==> config.mk <==
export PLATFORM = sky130hd
export DESIGN_NAME = swsl_cfg_regs
export DESIGN_NICKNAME = d
export VERILOG_FILES = /design/src/design/swsl_pkg.sv /design/src/design/swsl_cfg_regs.sv
export SDC_FILE = /design/constraint.sdc
export NUM_CORES = 1
export LEC_CHECK = 0
export BUFFER_PORTS_ARGS = -buffer_cell sky130_fd_sc_hd__buf_2
export CAP_MARGIN = 20
export CELL_PAD_IN_SITES_DETAIL_PLACEMENT = 1
export CELL_PAD_IN_SITES_GLOBAL_PLACEMENT = 2
export CORE_UTILIZATION = 37
export CTS_CLUSTER_SIZE = 8
export DETAILED_ROUTE_END_ITERATION = 10
export PLACE_DENSITY = 0.88
export SLEW_MARGIN = 30
export SYNTH_ARGS = -nofsm -noshare
export SYNTH_HDL_FRONTEND = slang
export SYNTH_SLANG_ARGS = --single-unit
==> constraint.sdc <==
create_clock -name clk -period 1.7 [get_ports clk]
set_input_delay 0.17 -clock clk [delete_from_list [all_inputs] [get_ports clk]]
set_output_delay 0.17 -clock clk [all_outputs]
set_load 0.05 [all_outputs]
==> src/design/swsl_pkg.sv <==
// ----------------------------------------------------------------------------
// swsl_pkg
// shared types, register indexes, reset values and codes of the send limiter
// ----------------------------------------------------------------------------
package swsl_pkg;

	localparam int DEF_QUEUE_DEPTH = 8192;
	localparam int DEF_TIME_BITS   = 48;

	localparam int NOW_W      = 48;
	localparam int CFG_ADDR_W = 3;
	localparam int CFG_DATA_W = 20;
	localparam int S_TDATA_W  = 48;
	localparam int M_TDATA_W  = 8;

	localparam int COUNT_W = 14;
	localparam int GAP_W   = 16;
	localparam int SPAN_W  = 20;

	localparam logic [COUNT_W-1:0] RST_NORMAL_MAX    = 14'd19;
	localparam logic [COUNT_W-1:0] RST_ELEVATED_MAX  = 14'd99;
	localparam logic [COUNT_W-1:0] RST_BOT_MAX       = 14'd7499;
	localparam logic [GAP_W-1:0]   RST_NORMAL_GAP    = 16'd1100;
	localparam logic [GAP_W-1:0]   RST_ELEVATED_GAP  = 16'd100;
	localparam logic [SPAN_W-1:0]  RST_WINDOW        = 20'd32000;
	localparam logic [SPAN_W-1:0]  RST_WARN_HOLDOFF  = 20'd30000;

	typedef enum logic [CFG_ADDR_W-1:0] {
		REG_BOT_MODE,
		REG_NORMAL_MAX_COUNT,
		REG_ELEVATED_MAX_COUNT,
		REG_BOT_MAX_COUNT,
		REG_NORMAL_MIN_GAP,
		REG_ELEVATED_MIN_GAP,
		REG_WINDOW,
		REG_WARN_HOLDOFF
	} reg_index_t;

	typedef enum logic [1:0] {
		VERDICT_SENT,
		VERDICT_TOO_QUICK,
		VERDICT_TOO_MANY
	} verdict_t;

	typedef enum logic [2:0] {
		ST_IDLE,
		ST_NEWEST,
		ST_SCAN,
		ST_DECIDE,
		ST_EMIT
	} state_t;

	typedef struct packed {
		logic               bot_mode;
		logic [COUNT_W-1:0] normal_max_count;
		logic [COUNT_W-1:0] elevated_max_count;
		logic [COUNT_W-1:0] bot_max_count;
		logic [GAP_W-1:0]   normal_min_gap_ms;
		logic [GAP_W-1:0]   elevated_min_gap_ms;
		logic [SPAN_W-1:0]  window_ms;
		logic [SPAN_W-1:0]  warn_holdoff_ms;
	} cfg_t;

endpackage

==> src/design/swsl_cfg_regs.sv <==
// ----------------------------------------------------------------------------
// swsl_cfg_regs
// configuration register file, written by index, no read-back
// ----------------------------------------------------------------------------
module swsl_cfg_regs
	import swsl_pkg::*;
(
	input  logic                  clk,
	input  logic                  arst_n,
	input  logic                  cfg_we,
	input  logic [CFG_ADDR_W-1:0] cfg_addr,
	input  logic [CFG_DATA_W-1:0] cfg_wdata,
	output cfg_t                  cfg
);

	cfg_t cfg_q;

	always_ff @(posedge clk or negedge arst_n) begin
		if (!arst_n) begin
			cfg_q.bot_mode            <= 1'b0;
			cfg_q.normal_max_count    <= RST_NORMAL_MAX;
			cfg_q.elevated_max_count  <= RST_ELEVATED_MAX;
			cfg_q.bot_max_count       <= RST_BOT_MAX;
			cfg_q.normal_min_gap_ms   <= RST_NORMAL_GAP;
			cfg_q.elevated_min_gap_ms <= RST_ELEVATED_GAP;
			cfg_q.window_ms           <= RST_WINDOW;
			cfg_q.warn_holdoff_ms     <= RST_WARN_HOLDOFF;
		end else if (cfg_we) begin
			case (reg_index_t'(cfg_addr))
				REG_BOT_MODE:           cfg_q.bot_mode <= cfg_wdata[0];
				REG_NORMAL_MAX_COUNT:   cfg_q.normal_max_count <= cfg_wdata[COUNT_W-1:0];
				REG_ELEVATED_MAX_COUNT: cfg_q.elevated_max_count <= cfg_wdata[COUNT_W-1:0];
				REG_BOT_MAX_COUNT:      cfg_q.bot_max_count <= cfg_wdata[COUNT_W-1:0];
				REG_NORMAL_MIN_GAP:     cfg_q.normal_min_gap_ms <= cfg_wdata[GAP_W-1:0];
				REG_ELEVATED_MIN_GAP:   cfg_q.elevated_min_gap_ms <= cfg_wdata[GAP_W-1:0];
				REG_WINDOW:             cfg_q.window_ms <= cfg_wdata[SPAN_W-1:0];
				REG_WARN_HOLDOFF:       cfg_q.warn_holdoff_ms <= cfg_wdata[SPAN_W-1:0];
				default: ;
			endcase
		end
	end

	assign cfg = cfg_q;

endmodule

==> results.cfg <==
[outcome]
outcome = complete, no violations

[layout]
num_antenna_cells = 0
final_common_cell = buf_2
largest_reg_flops = 115
drive_gt1_frac = 0.778
final.fill_count = 1211
syn_to_final_growth_pct = 32.2
multi_input_area_sq_mm = 0.00149
final_cell_mix = 139 x buf_2, 85 x mux2_2, 80 x dfrtp_1
stdcell_area_sq_mm = 0.00600
fin_cells = 571
layout.nets = 438
register_area_sq_mm = 0.00292

[global_route]
grt_overflow = 0
grt_first_pass_wirelength_mm = 17.7
grt_antenna_before_repair = 0
grt_use_total = 0.190
grt_pass1_vias = 3089
grt_max_degree = 52

[critical_path]
required_ns = 1.53
worstPathMaxFanout = 2
end_kind = output pin
start_kind = flip-flop
cp.arrival_ns = 1.21
path_buf_inv = 1
worstPathCellList = buf_2
worst_path_largest_cell_delay_ns = 0.53
worstSetupPathType = reg2out
cp_slowest_cell = dfstp_2
path_delay_family = flip-flops

[logic_synthesis]
synth-simple-area-share = 0.0187
ys_seq_elements = 115
syn_area_sq_mm = 0.00454
synthAdderAreaFrac = 0
synth_xor_xnor_area_share = 0
seq_area_frac_synth = 0.643
synth_top_family_by_area = multiplexers
synthTopCellsByArea = dfrtp_1 44%, mux2_2 21%, dfstp_2 20%, mux2_4 9.9%, buf_12 1.3%
synth_nets = 276
synth_mux_area_frac = 0.310
yosysWarnings = 0
syn-instance-count = 250
synth_compound_area_frac = 0
avgSynthCellArea_sq_um = 18.2
synth_top_area_cell = dfrtp_1
synth.distinct_cells = 13
yosysTopAreaCellShare = 0.441

[pwr]
netSwitchingPower_mw = 4.25
p_leak_nw = 2.86
pwr-share-comb = 0.349
pwr-share-seq = 0.354
clkPwrFrac = 0.297
ir_drop_uv = 996
p_per_area_mw_per_mm2 = 1800
switching_share = 0.394
power.internal_mw = 6.54

[timing]
relSlewSlack = 0.779
min_period_over_period = 0.813
setup_viol = 0
finalCriticalPeriod_ns = 1.38
finClkSkew_ns = 0
maxSlewViolCount = 0
finalSetupTns_ns = 0
rsz0062_at_grt = no
clock.fmax_ghz = 0.723
hold_violations = 0
worst_pin_slew_ns = 0.327

[clock_network]
htreeDepth = 4
cts_max_path_buffers = 2
clk-insertion-delay-late_ns = 0.41
clk_pin_slew_ns = 0.05
cts_root_buf = clkbuf_16
cts-buffers-inserted = 17
cts_tree = done
cts.sinks = 115
cts_resized = 0

[route]
drt-pass1-iter-count = 4
drt-initial-drc-count = 85
via_per_inst = 4.86
wirelength_mm = 11.2
wire_per_inst_um = 19.6
vias = 2775
drc_errors = 0
antenna_left = 0

[placement]
dp.cells = 536
dp_hpwl_mm = 7.58
port_buffers = 140
placed_area_sq_mm = 0.00543
gp_congestion = 0.748

[floorplan]
start_util = 0.378
num_rows = 40
coreArea_sq_mm = 0.0120
die_w_um = 113
die-area_sq_mm = 0.0127
dieHeight_um = 113
io_pins = 141

[hold_path]
hold_path_class = in2reg

[flow_run]
drv_cap = 0
final cells by class:
type                            instances  share of cell area
Tap cell                              147              0.0306
Timing Repair Buffer                  155               0.146
Clock inverter                          6             0.00917
Clock buffer                           25              0.0792
Multi-Input combinational cell        123               0.249
Sequential cell                       115               0.487
metal layers:
metal	GRT usage	share of wire	vias to the layer above
li1	-	-	1221
met1	0.237	0.44	1443
met2	0.299	0.48	94
met3	0.0659	0.062	17
met4	0.0836	0.018	0
met5	0	0	-
power groups by stage:
stage                     Combinational, mW  Clock (mW)  Sequential [mW]
after floorplan                       0.675           0             6.00
after global placement                 3.72           0             3.81
after detailed placement               3.78           0             3.85
after CTS                              3.80        3.28             3.82
after global routing                   3.90        3.40             3.90
final                                  3.76        3.21             3.82
repair_timing:
| action | CTS | global route |
|---|---|---|
| endpoints found under the hold margin | 90 | 0 |
| setup buffers | 0 | 0 |
| hold buffers | 4 | 0 |
cell families after synthesis:
kind of cell | Yosys count
multiplexers | 115
AND/OR/NAND/NOR | 8
flip-flops | 115
buffers and inverters | 12
metrics by stage:
step	util	total power, mW	hold WS, ns	worst slack [ns]
global route	0.500	11.2	0.00494	0.280
finish	0.500	10.8	0.0172	0.317
CTS	0.500	10.9	0.00281	0.296
detailed placement	0.452	7.63	0.0792	0.368
global placement	0.452	7.54	0.0726	0.406
floorplan	-	6.67	-0.126	0.580
final timing paths:
| check | endpoint | cells after the start | slack, ns | startpoint |
|---|---|---|---|---|
| max | cfg[87] | 1 | 0.32 | cfg[87]$_DFFE_PN1P_ |
| min | cfg[19]$_DFFE_PN0P_ | 2 | 0.02 | cfg_wdata[19] |
| max reg2reg | cfg[109]$_DFFE_PN0P_ | 1 | 0.90 | cfg[109]$_DFFE_PN0P_ |
| min reg2reg | cfg[23]$_DFFE_PN0P_ | 1 | 0.50 | cfg[23]$_DFFE_PN0P_ |
| max in group asynchronous | cfg[10]$_DFFE_PN1P_ | 3 | 0.86 | arst_n |
| min in group asynchronous | cfg[1]$_DFFE_PN0P_ | 2 | 0.21 | arst_n |
cells in the mapped netlist:
| cell | instances |
|---|---|
| buf_4 | 1 |
| nand4_1 | 1 |
| nand4b_2 | 1 |
| buf_12 | 3 |
| mux2_4 | 30 |
| dfrtp_1 | 80 |
| and4bb_2 | 3 |
| buf_2 | 5 |
| dfstp_2 | 35 |
| nor4b_1 | 1 |
| mux2_2 | 85 |
| nand4b_1 | 2 |
| buf_6 | 3 |
(Power assumes the default switching activity.)
