### config.mk
export PLATFORM = sky130hd
export DESIGN_NAME = swsl_ctrl
export DESIGN_NICKNAME = d
export VERILOG_FILES = /design/src/design/swsl_pkg.sv /design/src/design/swsl_ctrl.sv
export SDC_FILE = /design/constraint.sdc
export NUM_CORES = 1
export LEC_CHECK = 0
export BUFFER_PORTS_ARGS = -buffer_cell sky130_fd_sc_hd__buf_4
export CAP_MARGIN = 20
export CORE_ASPECT_RATIO = 1.1
export CORE_MARGIN = 1.5
export CORE_UTILIZATION = 45
export DETAILED_ROUTE_END_ITERATION = 8
export SLEW_MARGIN = 0
export SYNTH_ARGS = -nofsm -noshare
export SYNTH_HDL_FRONTEND = slang
export SYNTH_SLANG_ARGS = --single-unit
export TNS_END_PERCENT = 10
### constraint.sdc
create_clock -name clk -period 17.8 [get_ports clk]
set_input_delay 2.67 -clock clk [delete_from_list [all_inputs] [get_ports clk]]
set_output_delay 2.67 -clock clk [all_outputs]
set_load 0.005 [all_outputs]
### src/design/swsl_pkg.sv
// ----------------------------------------------------------------------------
// swsl_pkg
// shared types, register indexes, reset values and codes of the send limiter
// ----------------------------------------------------------------------------
package swsl_pkg;

	localparam int DEF_QUEUE_DEPTH = 8192;
	localparam int DEF_TIME_BITS   = 48;

	localparam int NOW_W      = 48;
	localparam int CFG_ADDR_W = 3;
	localparam int CFG_DATA_W = 20;
	localparam int S_TDATA_W  = 48;
	localparam int M_TDATA_W  = 8;

	localparam int COUNT_W = 14;
	localparam int GAP_W   = 16;
	localparam int SPAN_W  = 20;

	localparam logic [COUNT_W-1:0] RST_NORMAL_MAX    = 14'd19;
	localparam logic [COUNT_W-1:0] RST_ELEVATED_MAX  = 14'd99;
	localparam logic [COUNT_W-1:0] RST_BOT_MAX       = 14'd7499;
	localparam logic [GAP_W-1:0]   RST_NORMAL_GAP    = 16'd1100;
	localparam logic [GAP_W-1:0]   RST_ELEVATED_GAP  = 16'd100;
	localparam logic [SPAN_W-1:0]  RST_WINDOW        = 20'd32000;
	localparam logic [SPAN_W-1:0]  RST_WARN_HOLDOFF  = 20'd30000;

	typedef enum logic [CFG_ADDR_W-1:0] {
		REG_BOT_MODE,
		REG_NORMAL_MAX_COUNT,
		REG_ELEVATED_MAX_COUNT,
		REG_BOT_MAX_COUNT,
		REG_NORMAL_MIN_GAP,
		REG_ELEVATED_MIN_GAP,
		REG_WINDOW,
		REG_WARN_HOLDOFF
	} reg_index_t;

	typedef enum logic [1:0] {
		VERDICT_SENT,
		VERDICT_TOO_QUICK,
		VERDICT_TOO_MANY
	} verdict_t;

	typedef enum logic [2:0] {
		ST_IDLE,
		ST_NEWEST,
		ST_SCAN,
		ST_DECIDE,
		ST_EMIT
	} state_t;

	typedef struct packed {
		logic               bot_mode;
		logic [COUNT_W-1:0] normal_max_count;
		logic [COUNT_W-1:0] elevated_max_count;
		logic [COUNT_W-1:0] bot_max_count;
		logic [GAP_W-1:0]   normal_min_gap_ms;
		logic [GAP_W-1:0]   elevated_min_gap_ms;
		logic [SPAN_W-1:0]  window_ms;
		logic [SPAN_W-1:0]  warn_holdoff_ms;
	} cfg_t;

endpackage

### src/design/swsl_ctrl.sv
// ----------------------------------------------------------------------------
// swsl_ctrl
// request sequencer: newest-entry check, expiry scan, count check and push
// ----------------------------------------------------------------------------
module swsl_ctrl
	import swsl_pkg::*;
#(
	parameter int QUEUE_DEPTH = DEF_QUEUE_DEPTH,
	parameter int TIME_BITS   = DEF_TIME_BITS,
	localparam int IW = $clog2(QUEUE_DEPTH),
	localparam int AW = IW + 1
) (
	input  logic                 clk,
	input  logic                 arst_n,
	input  cfg_t                 cfg,
	input  logic                 s_tvalid,
	output logic                 s_tready,
	input  logic [NOW_W-1:0]     s_now,
	input  logic                 s_cls,
	output logic                 m_tvalid,
	input  logic                 m_tready,
	output logic                 m_accepted,
	output verdict_t             m_verdict,
	output logic                 m_warn,
	output logic                 rd_en,
	output logic [AW-1:0]        rd_addr,
	input  logic [TIME_BITS-1:0] rd_data,
	output logic                 wr_en,
	output logic [AW-1:0]        wr_addr,
	output logic [TIME_BITS-1:0] wr_data
);

	localparam int TW = TIME_BITS;
	localparam int CW = $clog2(QUEUE_DEPTH + 1);
	localparam int SW = CW + 1;
	localparam int WW = (TW > SPAN_W) ? TW : SPAN_W;

	function automatic logic [IW-1:0] wrap_idx(input logic [SW-1:0] s);
		logic [SW-1:0] r;
		r = s;
		if (s >= SW'(QUEUE_DEPTH)) begin
			r = s - SW'(QUEUE_DEPTH);
		end
		return r[IW-1:0];
	endfunction

	function automatic logic later_by_more(input logic [TW-1:0] t_now,
	                                       input logic [TW-1:0] t_then,
	                                       input logic [SPAN_W-1:0] span);
		logic [TW-1:0] diff;
		diff = t_now - t_then;
		return (t_now > t_then) && (WW'(diff) > WW'(span));
	endfunction

	state_t state_q, state_d;

	logic [TW-1:0]    now_q;
	logic             cls_q;
	logic [CW-1:0]    lim_q;
	logic [GAP_W-1:0] gap_q;
	logic [IW-1:0]    head_q [2];
	logic [CW-1:0]    cnt_q  [2];
	logic [TW-1:0]    last_quick_q;
	logic [TW-1:0]    last_many_q;
	verdict_t         res_verdict_q;
	logic             res_warn_q;
	logic             m_valid_q;
	verdict_t         m_verdict_q;
	logic             m_warn_q;

	logic [IW-1:0]      head_c;
	logic [CW-1:0]      cnt_c;
	logic               out_free;
	logic               too_quick;
	logic               expired;
	logic               quick_warn;
	logic               many_warn;
	logic               accept;
	logic [COUNT_W-1:0] lim_sel;
	logic [CW-1:0]      lim_c;
	logic [TW-1:0]      now_diff;

	logic          upd_ctl;
	logic [IW-1:0] head_n;
	logic [CW-1:0] cnt_n;
	logic          deliver;
	verdict_t      dec_verdict;
	logic          dec_warn;
	logic          load_out;
	logic          set_quick;
	logic          set_many;

	assign head_c   = head_q[cls_q];
	assign cnt_c    = cnt_q[cls_q];
	assign out_free = !m_valid_q || m_tready;
	assign accept   = (state_q == ST_IDLE) && s_tvalid;
	assign s_tready = (state_q == ST_IDLE);

	// rd_data holds the newest entry in ST_NEWEST, the head entry in ST_SCAN
	assign now_diff   = now_q - rd_data;
	assign too_quick  = (now_q < rd_data) || (WW'(now_diff) < WW'(gap_q));
	assign expired    = later_by_more(now_q, rd_data, cfg.window_ms);
	assign quick_warn = later_by_more(now_q, last_quick_q, cfg.warn_holdoff_ms);
	assign many_warn  = later_by_more(now_q, last_many_q, cfg.warn_holdoff_ms);

	assign lim_sel = cfg.bot_mode ? cfg.bot_max_count
	               : (s_cls ? cfg.elevated_max_count : cfg.normal_max_count);
	assign lim_c   = (32'(lim_sel) > 32'(QUEUE_DEPTH)) ? CW'(QUEUE_DEPTH) : CW'(lim_sel);

	always_comb begin
		state_d = state_q;
		case (state_q)
			ST_IDLE: begin
				if (s_tvalid) begin
					state_d = (cnt_q[s_cls] == '0) ? ST_DECIDE : ST_NEWEST;
				end
			end
			ST_NEWEST: begin
				if (!too_quick) begin
					state_d = ST_SCAN;
				end else begin
					state_d = out_free ? ST_IDLE : ST_EMIT;
				end
			end
			ST_SCAN: begin
				// one expired entry popped per cycle
				if (!(expired && (cnt_c != CW'(1)))) begin
					state_d = ST_DECIDE;
				end
			end
			ST_DECIDE: state_d = out_free ? ST_IDLE : ST_EMIT;
			ST_EMIT: begin
				if (out_free) begin
					state_d = ST_IDLE;
				end
			end
			default: state_d = ST_IDLE;
		endcase
	end

	always_comb begin
		rd_en       = 1'b0;
		rd_addr     = '0;
		wr_en       = 1'b0;
		wr_addr     = '0;
		wr_data     = now_q;
		upd_ctl     = 1'b0;
		head_n      = head_c;
		cnt_n       = cnt_c;
		deliver     = 1'b0;
		dec_verdict = VERDICT_SENT;
		dec_warn    = 1'b0;
		load_out    = 1'b0;
		set_quick   = 1'b0;
		set_many    = 1'b0;
		case (state_q)
			ST_IDLE: begin
				rd_en   = accept && (cnt_q[s_cls] != '0);
				rd_addr = {s_cls, wrap_idx(SW'(head_q[s_cls]) + SW'(cnt_q[s_cls]) - SW'(1))};
			end
			ST_NEWEST: begin
				if (too_quick) begin
					deliver     = 1'b1;
					dec_verdict = VERDICT_TOO_QUICK;
					dec_warn    = quick_warn;
					set_quick   = quick_warn;
				end else begin
					rd_en   = 1'b1;
					rd_addr = {cls_q, head_c};
				end
			end
			ST_SCAN: begin
				if (expired) begin
					upd_ctl = 1'b1;
					head_n  = wrap_idx(SW'(head_c) + SW'(1));
					cnt_n   = cnt_c - CW'(1);
					rd_en   = (cnt_n != '0);
					rd_addr = {cls_q, head_n};
				end
			end
			ST_DECIDE: begin
				deliver = 1'b1;
				if (cnt_c >= lim_q) begin
					dec_verdict = VERDICT_TOO_MANY;
					dec_warn    = many_warn;
					set_many    = many_warn;
				end else begin
					wr_en   = 1'b1;
					wr_addr = {cls_q, wrap_idx(SW'(head_c) + SW'(cnt_c))};
					upd_ctl = 1'b1;
					cnt_n   = cnt_c + CW'(1);
				end
			end
			ST_EMIT: begin
				load_out    = out_free;
				dec_verdict = res_verdict_q;
				dec_warn    = res_warn_q;
			end
			default: ;
		endcase
		if (deliver) begin
			load_out = out_free;
		end
	end

	always_ff @(posedge clk or negedge arst_n) begin
		if (!arst_n) begin
			state_q      <= ST_IDLE;
			head_q[0]    <= '0;
			head_q[1]    <= '0;
			cnt_q[0]     <= '0;
			cnt_q[1]     <= '0;
			last_quick_q <= '0;
			last_many_q  <= '0;
			m_valid_q    <= 1'b0;
		end else begin
			state_q <= state_d;
			if (upd_ctl) begin
				head_q[cls_q] <= head_n;
				cnt_q[cls_q]  <= cnt_n;
			end
			if (set_quick) begin
				last_quick_q <= now_q;
			end
			if (set_many) begin
				last_many_q <= now_q;
			end
			if (load_out) begin
				m_valid_q <= 1'b1;
			end else if (m_tready) begin
				m_valid_q <= 1'b0;
			end
		end
	end

	always_ff @(posedge clk) begin
		if (accept) begin
			now_q <= TW'(s_now);
			cls_q <= s_cls;
			lim_q <= lim_c;
			gap_q <= s_cls ? cfg.elevated_min_gap_ms : cfg.normal_min_gap_ms;
		end
		if (deliver && !out_free) begin
			res_verdict_q <= dec_verdict;
			res_warn_q    <= dec_warn;
		end
		if (load_out) begin
			m_verdict_q <= dec_verdict;
			m_warn_q    <= dec_warn;
		end
	end

	assign m_tvalid   = m_valid_q;
	assign m_verdict  = m_verdict_q;
	assign m_warn     = m_warn_q;
	assign m_accepted = (m_verdict_q == VERDICT_SENT);

endmodule

==> results.cfg <==
[drt]
drt_iter0_markers = 1442
drc = 0
vias_per_cell = 5.89
routed-via-count = 22000
dr.pass1.iters = 5
wl_per_cell_um = 21.8
ant_nets = 0
wirelength_um = 81500

[floorplanning]
core_um2 = 52500
die_width_um = 223
io_pins = 300
die-area_um2 = 54600
placementRows = 88
die_h_um = 245
start_util = 0.456

[yosys]
syn_area_per_cell_um2 = 8.55
yosys-top-cells-area = dfrtp_1 16%, ha_1 14%, edfxtp_1 11%
netlist-cell-type-count = 91
yosys.area.top_type = dfrtp_1
yosys_warnings = 0
synth_top_area_frac = 0.161
syn_nets = 3294
synthArstFlopShare = 0.644
post-synth-top-count-cell = inv_1
mappedNetlistArea_um2 = 23900
synth_edf_count = 85
synth-seq-cells = 239
postSynthCellCount = 2799
yosysSeqAreaShare = 0.268
synth_top_flop_cell = dfrtp_1
synth_commonest_cells = 327 x inv_1, 274 x ha_1, 266 x a21oi_1

[power]
total_power_uw = 4630
peakVddDrop_uv = 78.2
leakage_uw = 0.0130
p_per_area_nw_per_um2 = 167

[clock_network]
cts_buffer_depth = 3
clock_latency_ns = 0.60
cts_sinks = 239
cts_max_level = 1
post_cts_resized = 0
cts_tree = built
cts_root_buf = clkbuf_16
postCtsHoldBufs = 0
numCtsBuffers = 31
post_cts_buffers = 0
clkTransAtPathRegs_ns = 0.06

[placed_design]
port_buffers = 299
globalplace.congestion = 0.962
dp_hpwl_um = 65700

[status]
status = completed

[setup_path]
startpoint_type = input port
crit_fanout = 15
critical_path_arrival_ns = 7.49
worst_ep_required_time_ns = 15.13
slowest_stage = o41ai_1
crit_chain = buf_4 > inv_1 > ha_1 > nand3_1 > a21oi_1 > a21oi_1 > o41ai_1 > a41oi_1 > xnor2_1 > a2111oi_0 > nand4b_1 > nor4_4 > a21boi_1 > nand3_1 > nor2_1 > a221o_1 > buf_4
cpPeakStageDelay_ns = 0.76
path_class = in -> out
end_kind = primary output

[timing]
max_freq_mhz = 98.4
relSlewSlack = 0.245
setup_tns_ns = 0
rsz0062_at_grt = no
worst_pin_slew_ns = 1.12
final_max_slew_viol_count = 0
hold_ws_ns = 0.494
finClkSkew_ns = 0.0269
hold_viol_final = 0
period_minus_slack_ns = 10.16
setup_viol = 0
finalCritPeriodShare = 0.571

[global_route]
grt_antenna_before_repair = 0
grt_usage = 0.292
grt_pass1_wl_um = 125000
grt_pass1_vias = 22300
grt_max_degree = 88
grt_overflow = 0

[flow_run]
maxCapViolations = 0

[finish]
num-nets-final = 3537
fin_util = 0.527
syn_to_final_growth_pct = 15.5
drive_above_1_share = 0.178
diodes = 0

[min_path]
hold_class = reg -> reg
where the power goes:
part / leakage [µW] / total (µW) / switching (µW) / internal (µW)
clock: 0.000490 / 629 / 274 / 355
combinational: 0.00982 / 3090 / 1810 / 1280
sequential: 0.00274 / 912 / 155 / 757
layout by cell type, fill, tap and decap left out, types with 33 or more instances in the layout:
| master | n |
|---|---|
| o21bai_1 | 39 |
| buf_4 | 307 |
| xnor2_1 | 102 |
| xor2_1 | 58 |
| mux2_4 | 39 |
| a21o_1 | 76 |
| dfrtp_1 | 154 |
| a21oi_1 | 265 |
| nor3_1 | 41 |
| nor4_1 | 33 |
| edfxtp_1 | 85 |
| nand3_1 | 51 |
| mux2_2 | 110 |
| mux2i_1 | 72 |
| inv_1 | 326 |
| nor2_1 | 190 |
| nand4_1 | 73 |
| nand2_1 | 191 |
| ha_1 | 274 |
| o21ai_0 | 133 |
critical path: cells and delay by family:
kind	cells	cell delay, ns
AO/OA/AOI/OAI	7	2.51
XOR/XNOR	1	0.19
adder cells (fa/ha/maj)	1	0.38
buffers and inverters	3	0.25
AND/OR/NAND/NOR	5	1.47
cells by family (layout without fill, tap and decap cells):
logic type	Yosys count	in the layout	synth area share
compound gates	759	759	0.203
simple gates	712	712	0.146
buf+inv	429	696	0.0712
fa+ha+maj	279	279	0.147
flops	239	239	0.268
mux	221	221	0.106
xor+xnor	160	160	0.0585
registers in the layout, summed over array words and instances, names as in the netlist:
signal	cells
res_warn_q	1
cls_q	1
wr_data	48
m_tvalid	1
last_many_q	48
res_verdict_q	2
lim_q	14
state_q	3
last_quick_q	48
gap_q	16
cnt_q	28
m_warn	1
head_q	26
m_verdict	2
worst paths after layout:
| path | cells after the start | slack [ns] | startpoint | to |
|---|---|---|---|---|
| max | 17 | 7.64 | rd_data[5] | rd_addr[1] |
| max in group asynchronous | 2 | 14.09 | arst_n | last_quick_q[20] |
| min in group asynchronous | 1 | 2.12 | arst_n | last_many_q[5] |
| min reg2reg | 1 | 0.49 | head_q[9] | head_q[9] |
| min | 1 | 0.49 | head_q[9] | head_q[9] |
| max reg2reg | 27 | 9.40 | wr_data[0] | m_warn |
per-layer routing:
metal	up-vias	GRT usage	share of wire
met3	159	0.0296	0.039
li1	10600	-	-
met1	10700	0.349	0.41
met5	-	0	0
met4	0	0.118	0.042
met2	576	0.534	0.51
final cells by class:
| cell class | instances | area (µm²) |
|---|---|---|
| Fill cell | 5031 | 24900 |
| Multi-Input combinational cell | 2131 | 15800 |
| Sequential cell | 239 | 6410 |
| Timing Repair Buffer | 308 | 2320 |
| Inverter | 331 | 1240 |
| Tap cell | 675 | 845 |
| Clock buffer | 35 | 801 |
| Clock inverter | 22 | 200 |
through the flow:
stage / instances / worst slack (ns) / instance area, µm²
finish: 3741 / 7.64 / 27700
global route: 3741 / 7.27 / 27700
CTS: 3741 / 7.70 / 27700
detailed placement: 3684 / 7.69 / 26700
global placement: 3684 / 7.74 / 26700
floorplan: 2799 / 8.05 / 23900
Power figures use the tool's default switching activity.
